## src/hdl/sda_pkg.sv

```systemverilog
// ----------------------------------------------------------------------------
// sda_pkg
// shared widths, register map and reset values of the stream decoder assigner
// ----------------------------------------------------------------------------
package sda_pkg;

	localparam int IN_W       = 16;
	localparam int SLOT_IDX_W = 3;
	localparam int SRC_W      = 4;
	localparam int SURPLUS_W  = 5;
	localparam int DEC_W      = 4;
	localparam int CFG_DATA_W = 32;
	localparam int CFG_ADDR_W = 3;

	localparam logic [DEC_W-1:0] DEC_RESET = 4'd8;

	// register index taken from paddr[2]
	localparam logic REG_DECODERS_IN_USE = 1'b0;

endpackage

```

## src/hdl/sda_round_if.sv

```systemverilog
// ----------------------------------------------------------------------------
// sda_round_if
// round request channel: mask of input channels with samples waiting
// ----------------------------------------------------------------------------
interface sda_round_if
	import sda_pkg::*;
();
	logic            valid;
	logic            ready;
	logic [IN_W-1:0] input_has_samples;

	modport source (output valid, output input_has_samples, input ready);
	modport sink (input valid, input input_has_samples, output ready);
endinterface

```

## src/hdl/sda_slot_if.sv

```systemverilog
// ----------------------------------------------------------------------------
// sda_slot_if
// slot result channel: one word per decoder slot per round
// ----------------------------------------------------------------------------
interface sda_slot_if
	import sda_pkg::*;
();
	logic                        valid;
	logic                        ready;
	logic [SLOT_IDX_W-1:0]       slot_index;
	logic                        slot_enabled;
	logic                        slot_busy;
	logic [SRC_W-1:0]            source_input;
	logic                        newly_assigned;
	logic signed [SURPLUS_W-1:0] round_surplus;
	logic                        last_result;

	modport source (
		output valid, output slot_index, output slot_enabled, output slot_busy,
		output source_input, output newly_assigned, output round_surplus,
		output last_result, input ready
	);
	modport sink (
		input valid, input slot_index, input slot_enabled, input slot_busy,
		input source_input, input newly_assigned, input round_surplus,
		input last_result, output ready
	);
endinterface

```

## src/hdl/sda_cfg.sv

```systemverilog
// ----------------------------------------------------------------------------
// sda_cfg
// apb register block holding the number of connected decoder slots
// ----------------------------------------------------------------------------
module sda_cfg
	import sda_pkg::*;
(
	input  logic                  clk,
	input  logic                  arst_n,
	input  logic                  psel,
	input  logic                  penable,
	input  logic                  pwrite,
	input  logic [CFG_ADDR_W-1:0] paddr,
	input  logic [CFG_DATA_W-1:0] pwdata,
	output logic [CFG_DATA_W-1:0] prdata,
	output logic                  pready,
	output logic [DEC_W-1:0]      decoders_in_use
);

	logic [DEC_W-1:0] dec_q;
	logic             wr_en;

	assign pready = 1'b1;
	assign wr_en  = psel && penable && pwrite && pready;

	always_ff @(posedge clk or negedge arst_n) begin
		if (!arst_n) begin
			dec_q <= DEC_RESET;
		end else if (wr_en && (paddr[2] == REG_DECODERS_IN_USE)) begin
			dec_q <= pwdata[DEC_W-1:0];
		end
	end

	always_comb begin
		unique case (paddr[2])
			REG_DECODERS_IN_USE: prdata = CFG_DATA_W'(dec_q);
			default:             prdata = '0;
		endcase
	end

	assign decoders_in_use = dec_q;

endmodule

```

## src/hdl/sda_core.sv

```systemverilog
// ----------------------------------------------------------------------------
// sda_core
// slot table with a single walker that releases, assigns and reports slots
// ----------------------------------------------------------------------------
module sda_core
	import sda_pkg::*;
#(
	parameter int NUM_INPUTS   = 16,
	parameter int NUM_DECODERS = 8
) (
	input  logic             clk,
	input  logic             arst_n,
	input  logic [DEC_W-1:0] decoders_in_use,
	sda_round_if.sink        rnd,
	sda_slot_if.source       res
);

	localparam int IN_LIM = (NUM_INPUTS > IN_W) ? IN_W : NUM_INPUTS;
	localparam int CW0    = $clog2(NUM_DECODERS + 1);
	localparam int CW     = (CW0 > DEC_W) ? CW0 : DEC_W;
	localparam int SW     = (NUM_DECODERS > 1) ? $clog2(NUM_DECODERS) : 1;
	localparam int IW     = $clog2(IN_LIM + 1);
	localparam int SPW0   = $clog2(NUM_DECODERS + IN_LIM + 1) + 1;
	localparam int SPW    = (SPW0 > SURPLUS_W) ? SPW0 : SURPLUS_W;

	typedef enum logic [1:0] {
		ST_IDLE,
		ST_RELEASE,
		ST_ASSIGN,
		ST_EMIT
	} state_t;

	state_t                  state_q;
	logic [NUM_DECODERS-1:0] busy_q;
	logic [SRC_W-1:0]        src_q [NUM_DECODERS];
	logic [NUM_DECODERS-1:0] fresh_q;
	logic [IN_W-1:0]         waiting_q;
	logic [IN_W-1:0]         held_q;
	logic [CW-1:0]           slot_q;
	logic [IW-1:0]           inp_q;
	logic signed [SPW-1:0]   surplus_q;

	logic                        oval_q;
	logic [SLOT_IDX_W-1:0]       oidx_q;
	logic                        oen_q;
	logic                        obusy_q;
	logic [SRC_W-1:0]            osrc_q;
	logic                        ofresh_q;
	logic signed [SURPLUS_W-1:0] osurp_q;
	logic                        olast_q;

	logic [CW-1:0]    en;
	logic [SW-1:0]    sidx;
	logic [3:0]       inp_idx;
	logic             cur_busy;
	logic [SRC_W-1:0] cur_src;
	logic             slot_last;

	assign en        = (CW'(decoders_in_use) > CW'(NUM_DECODERS)) ?
	                   CW'(NUM_DECODERS) : CW'(decoders_in_use);
	assign sidx      = slot_q[SW-1:0];
	assign inp_idx   = 4'(inp_q);
	assign cur_busy  = busy_q[sidx];
	assign cur_src   = src_q[sidx];
	assign slot_last = (slot_q == CW'(NUM_DECODERS - 1));

	assign rnd.ready = (state_q == ST_IDLE);

	always_ff @(posedge clk or negedge arst_n) begin
		if (!arst_n) begin
			state_q   <= ST_IDLE;
			busy_q    <= '0;
			for (int k = 0; k < NUM_DECODERS; k++) begin
				src_q[k] <= '0;
			end
			fresh_q   <= '0;
			waiting_q <= '0;
			held_q    <= '0;
			slot_q    <= '0;
			inp_q     <= '0;
			surplus_q <= '0;
			oval_q    <= 1'b0;
		end else begin
			if (res.ready && (state_q != ST_EMIT)) begin
				oval_q <= 1'b0;
			end
			unique case (state_q)
				ST_IDLE: begin
					if (rnd.valid) begin
						waiting_q <= rnd.input_has_samples;
						held_q    <= '0;
						fresh_q   <= '0;
						surplus_q <= '0;
						slot_q    <= '0;
						state_q   <= ST_RELEASE;
					end
				end
				ST_RELEASE: begin
					if (slot_q >= en) begin
						busy_q[sidx] <= 1'b0;
						src_q[sidx]  <= '0;
					end else if (cur_busy && !waiting_q[cur_src]) begin
						busy_q[sidx] <= 1'b0;
						src_q[sidx]  <= '0;
						surplus_q    <= surplus_q + SPW'(1);
					end else if (cur_busy) begin
						held_q[cur_src] <= 1'b1;
					end
					if (slot_last) begin
						slot_q  <= '0;
						inp_q   <= '0;
						state_q <= ST_ASSIGN;
					end else begin
						slot_q <= slot_q + CW'(1);
					end
				end
				ST_ASSIGN: begin
					if (inp_q == IW'(IN_LIM)) begin
						slot_q  <= '0;
						state_q <= ST_EMIT;
					end else if (!waiting_q[inp_idx] || held_q[inp_idx]) begin
						inp_q <= inp_q + IW'(1);
					end else if (slot_q >= en) begin
						surplus_q <= surplus_q - SPW'(1);
						inp_q     <= inp_q + IW'(1);
					end else if (cur_busy) begin
						slot_q <= slot_q + CW'(1);
					end else begin
						busy_q[sidx]  <= 1'b1;
						src_q[sidx]   <= SRC_W'(inp_q);
						fresh_q[sidx] <= 1'b1;
						slot_q        <= slot_q + CW'(1);
						inp_q         <= inp_q + IW'(1);
					end
				end
				ST_EMIT: begin
					if (!oval_q || res.ready) begin
						oval_q   <= 1'b1;
						oidx_q   <= SLOT_IDX_W'(slot_q);
						oen_q    <= (slot_q < en);
						obusy_q  <= cur_busy;
						osrc_q   <= cur_busy ? cur_src : '0;
						ofresh_q <= fresh_q[sidx];
						osurp_q  <= SURPLUS_W'(surplus_q);
						olast_q  <= slot_last;
						if (slot_last) begin
							state_q <= ST_IDLE;
						end else begin
							slot_q <= slot_q + CW'(1);
						end
					end
				end
				default: state_q <= ST_IDLE;
			endcase
		end
	end

	assign res.valid          = oval_q;
	assign res.slot_index     = oidx_q;
	assign res.slot_enabled   = oen_q;
	assign res.slot_busy      = obusy_q;
	assign res.source_input   = osrc_q;
	assign res.newly_assigned = ofresh_q;
	assign res.round_surplus  = osurp_q;
	assign res.last_result    = olast_q;

	a_accept_blocks: assert property (@(posedge clk) disable iff (!arst_n)
		rnd.valid && rnd.ready |=> !rnd.ready)
		else $error("round accepted while another is in progress");

	a_last_slot: assert property (@(posedge clk) disable iff (!arst_n)
		res.valid && res.last_result |-> res.slot_index == SLOT_IDX_W'(NUM_DECODERS - 1))
		else $error("last word not on the highest slot");

	a_fresh_busy: assert property (@(posedge clk) disable iff (!arst_n)
		res.valid && res.newly_assigned |-> res.slot_busy && res.slot_enabled)
		else $error("new assignment on an idle or disabled slot");

	a_disabled_idle: assert property (@(posedge clk) disable iff (!arst_n)
		res.valid && !res.slot_enabled |-> !res.slot_busy)
		else $error("disabled slot reported busy");

endmodule

```

## src/hdl/stream_decoder_assigner.sv

```systemverilog
// Sequence: each round first walks the slot table to release slots, then walks
// the waiting inputs to assign them to free slots, then emits one result word
// per slot.
// Rounds: one round at a time, set by the single walker over the slot table.
// Reset: all slots free, decoders_in_use back to 8, no word pending.
// ----------------------------------------------------------------------------
// stream_decoder_assigner
// assigns waiting input channels to decoder slots, one result word per slot
// ----------------------------------------------------------------------------
module stream_decoder_assigner
	import sda_pkg::*;
#(
	parameter int NUM_INPUTS   = 16,
	parameter int NUM_DECODERS = 8
) (
	input  logic                  clk,
	input  logic                  arst_n,
	input  logic                  psel,
	input  logic                  penable,
	input  logic                  pwrite,
	input  logic [CFG_ADDR_W-1:0] paddr,
	input  logic [CFG_DATA_W-1:0] pwdata,
	output logic [CFG_DATA_W-1:0] prdata,
	output logic                  pready,
	sda_round_if.sink             round_req,
	sda_slot_if.source            slot_res
);

	logic [DEC_W-1:0] decoders_in_use;

	sda_cfg u_cfg (
		.clk             (clk),
		.arst_n          (arst_n),
		.psel            (psel),
		.penable         (penable),
		.pwrite          (pwrite),
		.paddr           (paddr),
		.pwdata          (pwdata),
		.prdata          (prdata),
		.pready          (pready),
		.decoders_in_use (decoders_in_use)
	);

	sda_core #(
		.NUM_INPUTS   (NUM_INPUTS),
		.NUM_DECODERS (NUM_DECODERS)
	) u_core (
		.clk             (clk),
		.arst_n          (arst_n),
		.decoders_in_use (decoders_in_use),
		.rnd             (round_req),
		.res             (slot_res)
	);

endmodule

```

## src/flat_wrapper.sv

```systemverilog
// flat-port wrapper written by rule: the top's interface ports become plain ports
module stream_decoder_assigner_flat import sda_pkg::*;
#(
	parameter int NUM_INPUTS   = 16,
	parameter int NUM_DECODERS = 8
)
  (clk, arst_n, psel, penable, pwrite, paddr, pwdata, prdata, pready, round_req_valid, round_req_input_has_samples, round_req_ready, slot_res_valid, slot_res_slot_index, slot_res_slot_enabled, slot_res_slot_busy, slot_res_source_input, slot_res_newly_assigned, slot_res_round_surplus, slot_res_last_result, slot_res_ready);
  sda_round_if round_req_i ();
  sda_slot_if slot_res_i ();
  input  logic clk;
  input  logic arst_n;
  input  logic psel;
  input  logic penable;
  input  logic pwrite;
  input  logic [CFG_ADDR_W-1:0] paddr;
  input  logic [CFG_DATA_W-1:0] pwdata;
  output logic [CFG_DATA_W-1:0] prdata;
  output logic pready;
  input wire logic [$bits(round_req_i.valid)-1:0] round_req_valid;
  input wire logic [$bits(round_req_i.input_has_samples)-1:0] round_req_input_has_samples;
  output wire logic [$bits(round_req_i.ready)-1:0] round_req_ready;
  output wire logic [$bits(slot_res_i.valid)-1:0] slot_res_valid;
  output wire logic [$bits(slot_res_i.slot_index)-1:0] slot_res_slot_index;
  output wire logic [$bits(slot_res_i.slot_enabled)-1:0] slot_res_slot_enabled;
  output wire logic [$bits(slot_res_i.slot_busy)-1:0] slot_res_slot_busy;
  output wire logic [$bits(slot_res_i.source_input)-1:0] slot_res_source_input;
  output wire logic [$bits(slot_res_i.newly_assigned)-1:0] slot_res_newly_assigned;
  output wire logic [$bits(slot_res_i.round_surplus)-1:0] slot_res_round_surplus;
  output wire logic [$bits(slot_res_i.last_result)-1:0] slot_res_last_result;
  input wire logic [$bits(slot_res_i.ready)-1:0] slot_res_ready;
  assign round_req_i.valid = round_req_valid;
  assign round_req_i.input_has_samples = round_req_input_has_samples;
  assign round_req_ready = round_req_i.ready;
  assign slot_res_valid = slot_res_i.valid;
  assign slot_res_slot_index = slot_res_i.slot_index;
  assign slot_res_slot_enabled = slot_res_i.slot_enabled;
  assign slot_res_slot_busy = slot_res_i.slot_busy;
  assign slot_res_source_input = slot_res_i.source_input;
  assign slot_res_newly_assigned = slot_res_i.newly_assigned;
  assign slot_res_round_surplus = slot_res_i.round_surplus;
  assign slot_res_last_result = slot_res_i.last_result;
  assign slot_res_i.ready = slot_res_ready;
  stream_decoder_assigner #(.NUM_INPUTS(NUM_INPUTS), .NUM_DECODERS(NUM_DECODERS)) u_core (.clk(clk), .arst_n(arst_n), .psel(psel), .penable(penable), .pwrite(pwrite), .paddr(paddr), .pwdata(pwdata), .prdata(prdata), .pready(pready), .round_req(round_req_i), .slot_res(slot_res_i));
endmodule
```

## config.mk

```make
export PLATFORM = sky130hd
export DESIGN_NAME = stream_decoder_assigner_flat
export DESIGN_NICKNAME = d
export VERILOG_FILES = /design/src/hdl/sda_pkg.sv /design/src/hdl/sda_round_if.sv /design/src/hdl/sda_slot_if.sv /design/src/hdl/sda_cfg.sv /design/src/hdl/sda_core.sv /design/src/hdl/stream_decoder_assigner.sv /design/src/flat_wrapper.sv
export SDC_FILE = /design/constraint.sdc
export NUM_CORES = 1
export LEC_CHECK = 0
export BUFFER_PORTS_ARGS = -buffer_cell sky130_fd_sc_hd__buf_2
export CORE_MARGIN = 4
export CORE_UTILIZATION = 40
export CTS_BUF_LIST = sky130_fd_sc_hd__clkbuf_16
export DETAILED_ROUTE_END_ITERATION = 10
export GPL_TIMING_DRIVEN = 0
export PLACE_DENSITY = 0.69
export SLEW_MARGIN = 10
export SYNTH_ARGS = -nofsm -noshare
export SYNTH_HDL_FRONTEND = slang
export SYNTH_SLANG_ARGS = --single-unit
```

## constraint.sdc

```tcl
create_clock -name clk -period 3.3 [get_ports clk]
set_clock_uncertainty 0.15 [all_clocks]
set_input_delay 0.33 -clock clk [delete_from_list [all_inputs] [get_ports clk]]
set_output_delay 0.33 -clock clk [all_outputs]
set_load 0.03 [all_outputs]
```

-- Word-level counts from Yosys, hierarchy flattened
Cells that the tools add are included.
- register bits after elaboration: 118
- input port bits: 58
- output and inout port bits: 51
- word-level logic and storage cells: 177
- add/subtract/negate cells: 4
- magnitude comparators: 10
- equality and inequality tests: 25
- multiplexer cells: 77
- bitwise operators: 9
- reduce and logical (&&, ||, !) cells: 27
- operator list (cell ; number):
    2-to-1 mux 32 bit ; 6
    2-to-1 mux 8 bit ; 11
    2-to-1 mux 16 bit ; 4
    one-hot mux 32 bit (2 select lines) ; 1
    2-to-1 mux 4 bit ; 12
    2-to-1 mux 6 bit ; 6
    AND 32 bit ; 1
    bitwise mux 32 bit ; 1
    inequality test 2 bit, second input constant ; 16
    NOT 32 bit ; 1
    one-hot mux 16 bit (2 select lines) ; 1
    one-hot mux 8 bit (2 select lines) ; 2
    2-to-1 mux 5 bit ; 5
    one-hot mux 6 bit (3 select lines) ; 1
    bitwise OR 16 bit ; 1
    bitwise OR 8 bit ; 2
    one-hot mux 4 bit (4 select lines) ; 1
    AND reduction 5 bit ; 3
    binary-select mux 1 bit (select 4 bit) ; 3
    binary-select mux 4 bit (select 3 bit) ; 1
    demux 4 bit (select 3 bit) ; 1
    AND reduction 6 bit ; 2
    < comparator 4 x 5 -> 1 bit, second input constant ; 2
    2-to-1 mux 1 bit ; 10
    other kinds (38) ; 58

-- Depth between registers and ports, before layout
Gate-level depths: netlist of the first run.
- depth after elaboration: 13
- mapped depth: 13
- gate-level depth less buffers: 10

-- Modules after synthesis
A second synthesis of the first run with hierarchy kept.
- cells, all modules: 544
- area total of the unflattened synthesis: 6139.6 sq um
- modules (own cells, without submodules) (module ; instances ; cells an instance ; area an instance (sq um) ; seq. area each (sq um)):
    sda_core ; 1 ; 500 ; 5709.2 ; 2907.8
    sda_cfg ; 1 ; 44 ; 430.4 ; 101.3

-- Worst setup path before layout of the first run
OpenSTA, ideal clock, no wires.
- path type: register -> register
- from: register u_core.u_core.slot_q[2]
- to: register u_core.u_core.surplus_q[0]
- library setup time: 0.128 ns
- data arrival time: 2.603 ns
- data required time: 3.022 ns
- setup slack: 0.420 ns
- cell stages (with the launch flop): 10
- buffers on the path: 2
- clock period less this slack: 2.880 ns
- path through: dfrtp_1 -> clkbuf_1 -> buf_2 -> mux2i_1 -> o21ai_1 -> a221oi_1 -> nand2_1 -> a21oi_1 -> o31a_1 -> mux2_1
- longest elaborated chain between the ends: 10
- elaborated cells between the ends (all ways): 15
- those cells by class: order compare: 1; eq/ne: 3; mux: 7; bitwise: 1; reduce/logical: 3
- RTL lines (what ; line ; text):
    from (decl) ; sda_core.sv:39 ; logic [CW-1:0] slot_q;
    from (signal assigned) ; sda_core.sv:114 ; slot_q <= slot_q + CW'(1);
    from (signal assigned) ; sda_core.sv:127 ; slot_q <= slot_q + CW'(1);
    from (signal assigned) ; sda_core.sv:132 ; slot_q <= slot_q + CW'(1);
    NOT 3 -> 4 bit (not written as such) ; sda_core.sv:64 ; assign cur_src = src_q[sidx];
    binary-select mux 4 bit (select 3 bit) ; sda_core.sv:64 ;
    2-to-1 mux 4 bit (not written as such) (2 in a row) ; sda_core.sv:64 ;
    binary-select mux 1 bit (select 4 bit) ; sda_core.sv:102 ; end else if (cur_busy && !waiting_q[cur_src]) begin
    2-to-1 mux 1 bit (not written as such) ; sda_core.sv:102 ;
    zero test 1 bit ; sda_core.sv:102 ;
    logical AND 1 bit ; sda_core.sv:102 ;
    inequality test 2 bit (no line) ; n/a ;
    AND reduction 7 bit (no line) (*) ; n/a ;
    to (signal assigned) ; sda_core.sv:105 ; surplus_q <= surplus_q + SPW'(1);
    to (signal assigned) ; sda_core.sv:124 ; surplus_q <= surplus_q - SPW'(1);
    to (decl) ; sda_core.sv:41 ; logic signed [SPW-1:0] surplus_q;
Every way passes the cells marked *; elsewhere a longest branch is shown, timed or not. The select of a mux whose other input is x is not followed.
A chain may end at the register's enable or synchronous reset.

-- Worst setup path after layout of the first run
- from: register u_core.u_core.inp_q[0]
- to: register u_core.u_core.src_q[5] in the netlist's numbering
- longest elaborated chain between the ends: 6
- elaborated cells between the ends (all ways): 10
- those cells by class: eq/ne: 3; mux: 4; reduce/logical: 3
- RTL lines (what ; line ; text):
    from (decl) ; sda_core.sv:40 ; logic [IW-1:0] inp_q;
    from (signal assigned) ; sda_core.sv:122 ; inp_q <= inp_q + IW'(1);
    from (signal assigned) ; sda_core.sv:125 ; inp_q <= inp_q + IW'(1);
    from (signal assigned) ; sda_core.sv:133 ; inp_q <= inp_q + IW'(1);
    binary-select mux 1 bit (select 4 bit) ; sda_core.sv:121 ; end else if (!waiting_q[inp_idx] || held_q[inp_idx]) begin
    2-to-1 mux 1 bit (not written as such) ; sda_core.sv:121 ;
    zero test 1 bit ; sda_core.sv:121 ;
    logical OR 1 bit ; sda_core.sv:121 ;
    inequality test 2 bit (no line) ; n/a ;
    AND reduction 6 bit (no line) (*) ; n/a ;
    to (signal, indexed assignment) ; sda_core.sv:130 ; src_q[sidx] <= SRC_W'(inp_q);
    to (decl) ; sda_core.sv:35 ; logic [SRC_W-1:0] src_q [NUM_DECODERS];
Marks and branches as above.

==> impl_metrics.json, run 1 <==
{
  "tightestPinTransition_ps": 728.2,
  "worstReg2RegStart": "u_core.u_core.inp_q[0]$_DFFE_PN0P_",
  "reg2reg_slack_ps": 60,
  "hold_viol": 0,
  "cp_data_arrival_time_ps": 3430,
  "dr.pass1.iters": 6,
  "die-height_um": 135.9,
  "place_area_um2": 7193,
  "synthCells": 648,
  "nNetsFinal": 847,
  "die_area_um2": 18470,
  "clkLatencyLatePin_ps": 430,
  "async_flop_share": 0.8632,
  "routed_via_density": 5.585,
  "drt_iter0_drc": 703,
  "numPortBuffers": 49,
  "root_buffer": "clkbuf_16",
  "setup_ws_ps": 60.87,
  "p_leak_uw": 0.003627,
  "wl_mm": 18.05,
  "peakVddDrop_uv": 443.9,
  "place.gp.congestion": 0.9284,
  "min_period_ps": 3239,
  "worstPathMaxFanout": 10,
  "yosys_most_used_dff": "dfrtp_1",
  "hold_path.class": "input port to flop",
  "drive_above_1_share": 0.2274,
  "power_frac_clock": 0.272,
  "fp.coreArea_um2": 15940,
  "antenna_found_initial": 0,
  "internal_power_uw": 3867,
  "postRouteAntennaNets": 0,
  "syn_area_per_cell_um2": 10.10,
  "grt_pass1_vias": 5392,
  "track_usage": 0.2004,
  "start_util": 0.4104,
  "std_cell_rows": 46,
  "cts.sinks": 117,
  "io_pins": 109,
  "power_frac_comb": 0.423,
  "htree_levels": 4,
  "drc": 0,
  "cts_buffers": 17,
  "finalSetupViolCount": 0,
  "ys_seq_area_frac": 0.4599,
  "startpoint": "u_core.u_core.inp_q[0]$_DFFE_PN0P_",
  "grt_first_pass_wirelength_mm": 28.41,
  "yosysWarnings": 0,
  "post-dp-hpwl_mm": 12.57,
  "wire_per_inst_um": 18.00,
  "vias": 5602,
  "grt_max_degree": 65,
  "die_w_um": 135.9,
  "path_clk_slew_ps": 60,
  "cap_violations": 0,
  "synthToLayoutAreaGrowth_pct": 23.22,
  "drv_slew": 0,
  "ys_types": 60,
  "worst_slew_margin_rel": 0.5145,
  "critPathLaunchType": "flop",
  "endpoint_kind": "flop",
  "grt_overflow": 0,
  "pwr-share-seq": 0.305,
  "final_area_um2": 8061,
  "p_per_area_nw_per_um2": 790.2,
  "cts_tree": "yes",
  "final_util": 0.5057,
  "hp-start": "slot_res_ready",
  "whs_ps": 116.0,
  "status": "finished clean",
  "required_ps": 3490,
  "synth_edf_count": 16,
  "clockBufferDepth": 2,
  "fmax_mhz": 308.7,
  "synth.ff_latch_count": 117,
  "syn_area_um2": 6543,
  "fin_crit_sh": 0.9816,
  "preCtsSetupSlack_ps": -565.7,
  "rsz0062_at_grt": "no",
  "p_sw_uw": 2503,
  "crit_type": "flop to flop",
  "n_antenna_cell": 0,
  "swShare": 0.3929
}
kinds of logic after synthesis:
kind of cell	Yosys count	synth area share
buffers and inverters	98	0.08472
AOI/OAI and AO/OA	209	0.2016
other	2	0.001148
and+or+nand+nor	150	0.1123
muxes	54	0.1065
adders and majority gates	15	0.02983
xor gates and xnor gates	3	0.004017
DFF	117	0.4599
cells in the mapped netlist (11+ instances only):
master    instances  area share
buf_4            33       0.038
a31oi_1          64       0.061
nor2_1           29       0.017
mux2i_1          19       0.029
inv_1            20       0.011
ha_1             14       0.027
nor2b_1          23       0.022
edfxtp_1         16       0.073
dfrtp_1         100        0.38
nand3_1          21       0.016
nand2_1          44       0.025
o211ai_1         11       0.013
a21oi_1          74       0.057
mux2_2           22       0.038
clkbuf_1         27       0.015
layout make-up:
| type | count | area, um2 |
|---|---|---|
| fill | 1456 | 7881 |
| multi-input combinational | 460 | 3100 |
| sequential | 117 | 3009 |
| timing repair buffer | 81 | 564.3 |
| buffer | 74 | 483.0 |
| clock buffer | 17 | 425.4 |
| tap | 216 | 270.3 |
| clock inverter | 15 | 122.6 |
| inverter | 23 | 86.33 |
path summary, 6_finish.rpt:
| check | endpoint | cells after the start |
|---|---|---|
| max | u_core.u_core.src_q[5]$_DFFE_PN0P_ | 9 |
| max in group asynchronous | u_core.u_cfg.decoders_in_use[3]$_DFFE_PN1P_ | 3 |
| min | u_core.u_core.res.valid$_DFF_PN0_ | 3 |
| min in group asynchronous | u_core.u_core.surplus_q[2]$_DFFE_PN0P_ | 2 |
| max reg2reg | u_core.u_core.src_q[5]$_DFFE_PN0P_ | 9 |
| min reg2reg | u_core.u_core.held_q[4]$_DFFE_PN0P_ | 2 |
layer usage:
| metal | part of all wire | GRT usage | routed length [um] |
|---|---|---|---|
| met5 | 0 | 0 | 0 |
| met4 | 0.028 | 0.08791 | 507 |
| met3 | 0.078 | 0.05440 | 1415 |
| met2 | 0.47 | 0.3136 | 8538 |
| met1 | 0.42 | 0.2617 | 7591 |
cell usage in the layout (no fill, tap or decap), types with 6 or more instances in the layout:
cell type | Yosys | final
dfrtp_1 | 100 | 100
buf_4 | 33 | 48
nand2_1 | 44 | 43
clkbuf_16 | 0 | 17
mux2i_1 | 19 | 19
o21ai_0 | 7 | 7
nor2b_1 | 23 | 23
ha_1 | 14 | 14
mux2_2 | 22 | 22
mux4_2 | 9 | 9
edfxtp_1 | 16 | 16
o21ai_1 | 9 | 9
nor3_1 | 8 | 8
buf_2 | 8 | 49
nand3_1 | 21 | 21
clkinv_1 | 0 | 6
a21oi_1 | 74 | 71
dlygate4sd3_1 | 0 | 21
buf_6 | 7 | 8
o211ai_1 | 11 | 11
o31ai_1 | 8 | 8
inv_1 | 20 | 22
nor2_1 | 29 | 29
conb_1 | 2 | 29
clkbuf_1 | 27 | 25
a31oi_1 | 64 | 64
a22oi_1 | 6 | 6
nand2b_1 | 8 | 8
sequential cells by signal, indices dropped and copies added, names as in the netlist, 2 cells and up, named ones only:
name                             count
u_core.u_core.src_q                 32
u_core.u_core.state_q                2
u_core.u_core.res.source_input       4
u_core.u_core.held_q                16
u_core.u_cfg.decoders_in_use         4
u_core.u_core.inp_q                  5
u_core.u_core.res.slot_index         3
u_core.u_core.res.round_surplus      5
u_core.u_core.surplus_q              5
u_core.u_core.slot_q                 4
u_core.u_core.waiting_q             16
u_core.u_core.fresh_q                8
power groups by stage:
stage / clock (uW) / combinational, uW / sequential [uW]
4_1_cts: 1750 / 2620 / 1940
5_1_grt: 1830 / 2930 / 1980
6_report: 1730 / 2700 / 1940
2_1_floorplan: 0 / 1840 / 1970
3_3_place_gp: 0 / 2510 / 1960
3_5_place_dp: 0 / 2550 / 1960
repair_timing:
item                                    in CTS  in global routing
hold buffers                                21                  0
pin swaps                                    2                  6
endpoints found under the setup margin      61                 49
endpoints found under the hold margin       57                  0
gates resized for setup                      9                  6
buffers inserted                             2                  8
worst max-delay path: stages (launching register included):
cell,delay [ps]
dfrtp_1,350
clkbuf_1,380
inv_1,300
mux4_2,380
a32oi_1,380
a2111oi_4,150
buf_4,200
o211ai_1,510
a31oi_1,150
a21oi_1,200
metrics by stage:
stage | power (uW) | std cells | setup TNS [ps]
finish | 6370 | 1003 | 0
global route | 6731 | 1003 | 0
CTS | 6318 | 996 | 0
detailed placement | 4506 | 941 | -27340
global placement | 4466 | 940 | -30770
floorplan | 3813 | 675 | 0
(Power assumes the default switching activity.)
==> run 2: changes to the inputs <==
--- a/config.mk
+++ b/config.mk
@@ -15,4 +15,5 @@
 export SLEW_MARGIN = 10
 export SYNTH_ARGS = -nofsm -noshare
 export SYNTH_HDL_FRONTEND = slang
+export SYNTH_HIERARCHICAL = 1
 export SYNTH_SLANG_ARGS = --single-unit
==> run 2 against run 1 <==
  * The flow now finishes with violations (setup timing)
  * Sequential power grew 4%
  * Area after synthesis shrank 6.2%
  * Via count shrank 19%
  * Highest routed layer unchanged
  * Wire length shrank 22%
==> impl_metrics.json, run 2 <==
{
  "grt_max_degree": 64,
  "yosysTopAreaCell": "dfrtp_1",
  "ys_seq_area_frac": 0.4901,
  "numPortBuffers": 49,
  "p_sw_uw": 2586,
  "power_frac_comb": 0.450,
  "largest_reg_flops": 32,
  "io_pins": 109,
  "p_leak_uw": 0.003707,
  "rsz0062_at_grt": "yes",
  "required_ps": 3440,
  "hold_viol": 0,
  "clockBufferDepth": 2,
  "drive_above_1_share": 0.3402,
  "synthTopCellsByCount": "dfrtp_1, mux2_2, nor2_1",
  "dr.pass1.iters": 6,
  "n_antenna_cell": 0,
  "endpoint_kind": "flop",
  "yosysWarnings": 6,
  "grt_overflow": 0,
  "synthCells": 544,
  "synthTopCellsByArea": "dfrtp_1, mux2_2, edfxtp_1, mux2i_1, mux4_2",
  "synth_edf_count": 16,
  "track_usage": 0.1640,
  "grt_pass1_vias": 4568,
  "cap_violations": 0,
  "cp_slowest_cell": "mux4_2",
  "fmax_mhz": 295.5,
  "crit_type": "flop to flop",
  "p_per_area_nw_per_um2": 874.6,
  "std_cell_rows": 45,
  "layout_common_cells": "dfrtp_1, mux2_2, nor2_1, buf_2, buf_4",
  "tightestPinTransition_ps": 771.4,
  "clkLatencyLatePin_ps": 410,
  "crit_buf_inv": 2,
  "grt_first_pass_wirelength_mm": 23.05,
  "largestRegisters": "u_core/u_core/src_q (32), u_core/u_core/held_q (16), u_core/u_core/waiting_q (16)",
  "place.gp.congestion": 0.9178,
  "internal_power_uw": 4194,
  "wire_per_inst_um": 16.25,
  "cts_buffers": 17,
  "critPathLaunchType": "flop",
  "preCtsSetupSlack_ps": -749.2,
  "final_util": 0.5119,
  "drt_iter0_drc": 290,
  "pwr-share-seq": 0.299,
  "root_buffer": "clkbuf_16",
  "fp.coreArea_um2": 15150,
  "power_uw": 6780,
  "fin_crit_sh": 1.026,
  "final_common_cell": "dfrtp_1",
  "finalSetupViolCount": 31,
  "syn_area_um2": 6140,
  "worst_slew_margin_rel": 0.4857,
  "cts_tree": "yes",
  "crit_chain": "buf_6 > mux4_2 > mux2_4 > mux4_2 > nand2_1 > nand3_4 > a221oi_4 > buf_12 > nand3_4 > mux2_4",
  "worstPathMaxFanout": 8,
  "top_register": "u_core/u_core/src_q",
  "hold_path.class": "input port to flop",
  "syn_area_per_cell_um2": 11.29,
  "nNetsFinal": 738,
  "synth_top_area_share": 0.4076,
  "final_area_um2": 7752,
  "vias": 4554,
  "peakVddDrop_uv": 429.1,
  "drc": 0,
  "power_frac_clock": 0.252,
  "die-height_um": 131.9,
  "wl_mm": 14.04,
  "postRouteAntennaNets": 0,
  "htree_levels": 4,
  "drv_slew": 0,
  "status": "complete, but fails checks",
  "yosysMostFrequentCell": "dfrtp_1",
  "setup_ws_ps": -84.29,
  "antenna_found_initial": 0,
  "synthToLayoutAreaGrowth_pct": 26.27,
  "path_clk_slew_ps": 50,
  "die_w_um": 131.9,
  "start_util": 0.4054,
  "routed_via_density": 5.271,
  "async_flop_share": 0.8632,
  "violations": "setup timing",
  "slowest_delay_ps": 550,
  "die_area_um2": 17400,
  "fillers": 1314,
  "yosys_most_used_dff": "dfrtp_1",
  "synth.ff_latch_count": 117,
  "ys_types": 57,
  "min_period_ps": 3384,
  "swShare": 0.3814,
  "critical_path.top_delay_family": "multiplexers",
  "cts.sinks": 117,
  "post-dp-hpwl_mm": 10.18,
  "place_area_um2": 6766,
  "cp_data_arrival_time_ps": 3520
}
==> run 2: cell types whose count changed in the layout (fill, tap and decap cells not counted), moves of 10 or more <==
cell and change:
nand3_1 -10, nor2_1 +22, a21oi_1 -58, a31oi_1 -46, clkbuf_1 -18, nor2b_1 -13
mux2_2 +40, nand2_1 -11
==> run 2: final cells by class <==
cell class	count	area, um2	area share
Clock buffer	18	450.4	0.05810
Buffer	46	316.6	0.04083
Timing Repair Buffer	76	515.5	0.06649
Clock inverter	12	97.59	0.01259
Inverter	23	90.09	0.01162
Tap cell	188	235.2	0.03034
Multi-Input combinational cell	384	3037	0.3917
Sequential cell	117	3010	0.3883
==> run 2: logic make-up (layout without fill, tap and decap cells) <==
logic type / after synthesis / in the layout / synth area share
compound gates: 75 / 75 / 0.08417
buf+inv: 70 / 175 / 0.06093
simple gates: 161 / 161 / 0.1292
mux: 101 / 101 / 0.1983
other cells: 2 / 29 / 0.001223
fa+ha+maj: 15 / 15 / 0.03179
flops: 117 / 117 / 0.4901
xor+xnor: 3 / 3 / 0.004280
==> run 2: worst paths after layout <==
kind | startpoint | to | slack [ps] | cells after the start
max in group asynchronous | arst_n | u_core/u_cfg/decoders_in_use[3]$_DFFE_PN1P_ | 1940 | 3
min in group asynchronous | arst_n | u_core/u_core/waiting_q[3]$_DFFE_PN0P_ | 330 | 2
max | u_core/u_core/slot_q[0]$_DFFE_PN0P_ | u_core/u_core/src_q[23]$_DFFE_PN0P_ | -80 | 10
max reg2reg | u_core/u_core/slot_q[0]$_DFFE_PN0P_ | u_core/u_core/src_q[23]$_DFFE_PN0P_ | -80 | 10
min reg2reg | u_core/u_core/surplus_q[3]$_DFFE_PN0P_ | u_core/u_core/res.round_surplus[3]$_DFFE_PP_ | 340 | 0
min | round_req_input_has_samples[2] | u_core/u_core/waiting_q[2]$_DFFE_PN0P_ | 9 | 2
==> run 2: worst register-to-register path: cells and delay by family, from the launching register on <==
family          cells  cell delay, ps
buf+inv             2             350
compound gates      1             330
mux                 4            1660
flops               1             370
simple gates        3             410
==> run 2: what timing repair did <==
| item | CTS | global route |
|---|---|---|
| gates resized for setup | 35 | 19 |
| hold buffers | 14 | 0 |
| setup endpoints to repair | 78 | 69 |
| buffers inserted | 7 | 5 |
| pin swaps | 3 | 3 |
| endpoints found under the hold margin | 51 | 0 |
==> run 2: stage by stage <==
stage	std cells	TNS, ps	hold WS (ps)
after floorplan	571	-511.1	-115.6
after global placement	808	-39010	320.8
after detailed placement	809	-40710	204.5
after CTS	859	-1529	0.4959
after global routing	864	-5005	0.4615
final	864	-1039	8.594
==> run 2: per-layer routing <==
layer,GRT usage,vias to the layer above,share of wire
met5,0,-,0
met4,0.05426,0,0.012
met3,0.04313,14,0.058
met2,0.2603,154,0.48
met1,0.2196,2233,0.45
li1,-,2153,-
==> run 2: power by group through the flow <==
stage | combinational (uW) | sequential (uW) | clock, uW
after floorplan | 1930 | 2030 | 0
after global placement | 2510 | 2020 | 0
after detailed placement | 2600 | 2030 | 0
after CTS | 2890 | 2020 | 1740
after global routing | 3320 | 2060 | 1800
final | 3050 | 2020 | 1710
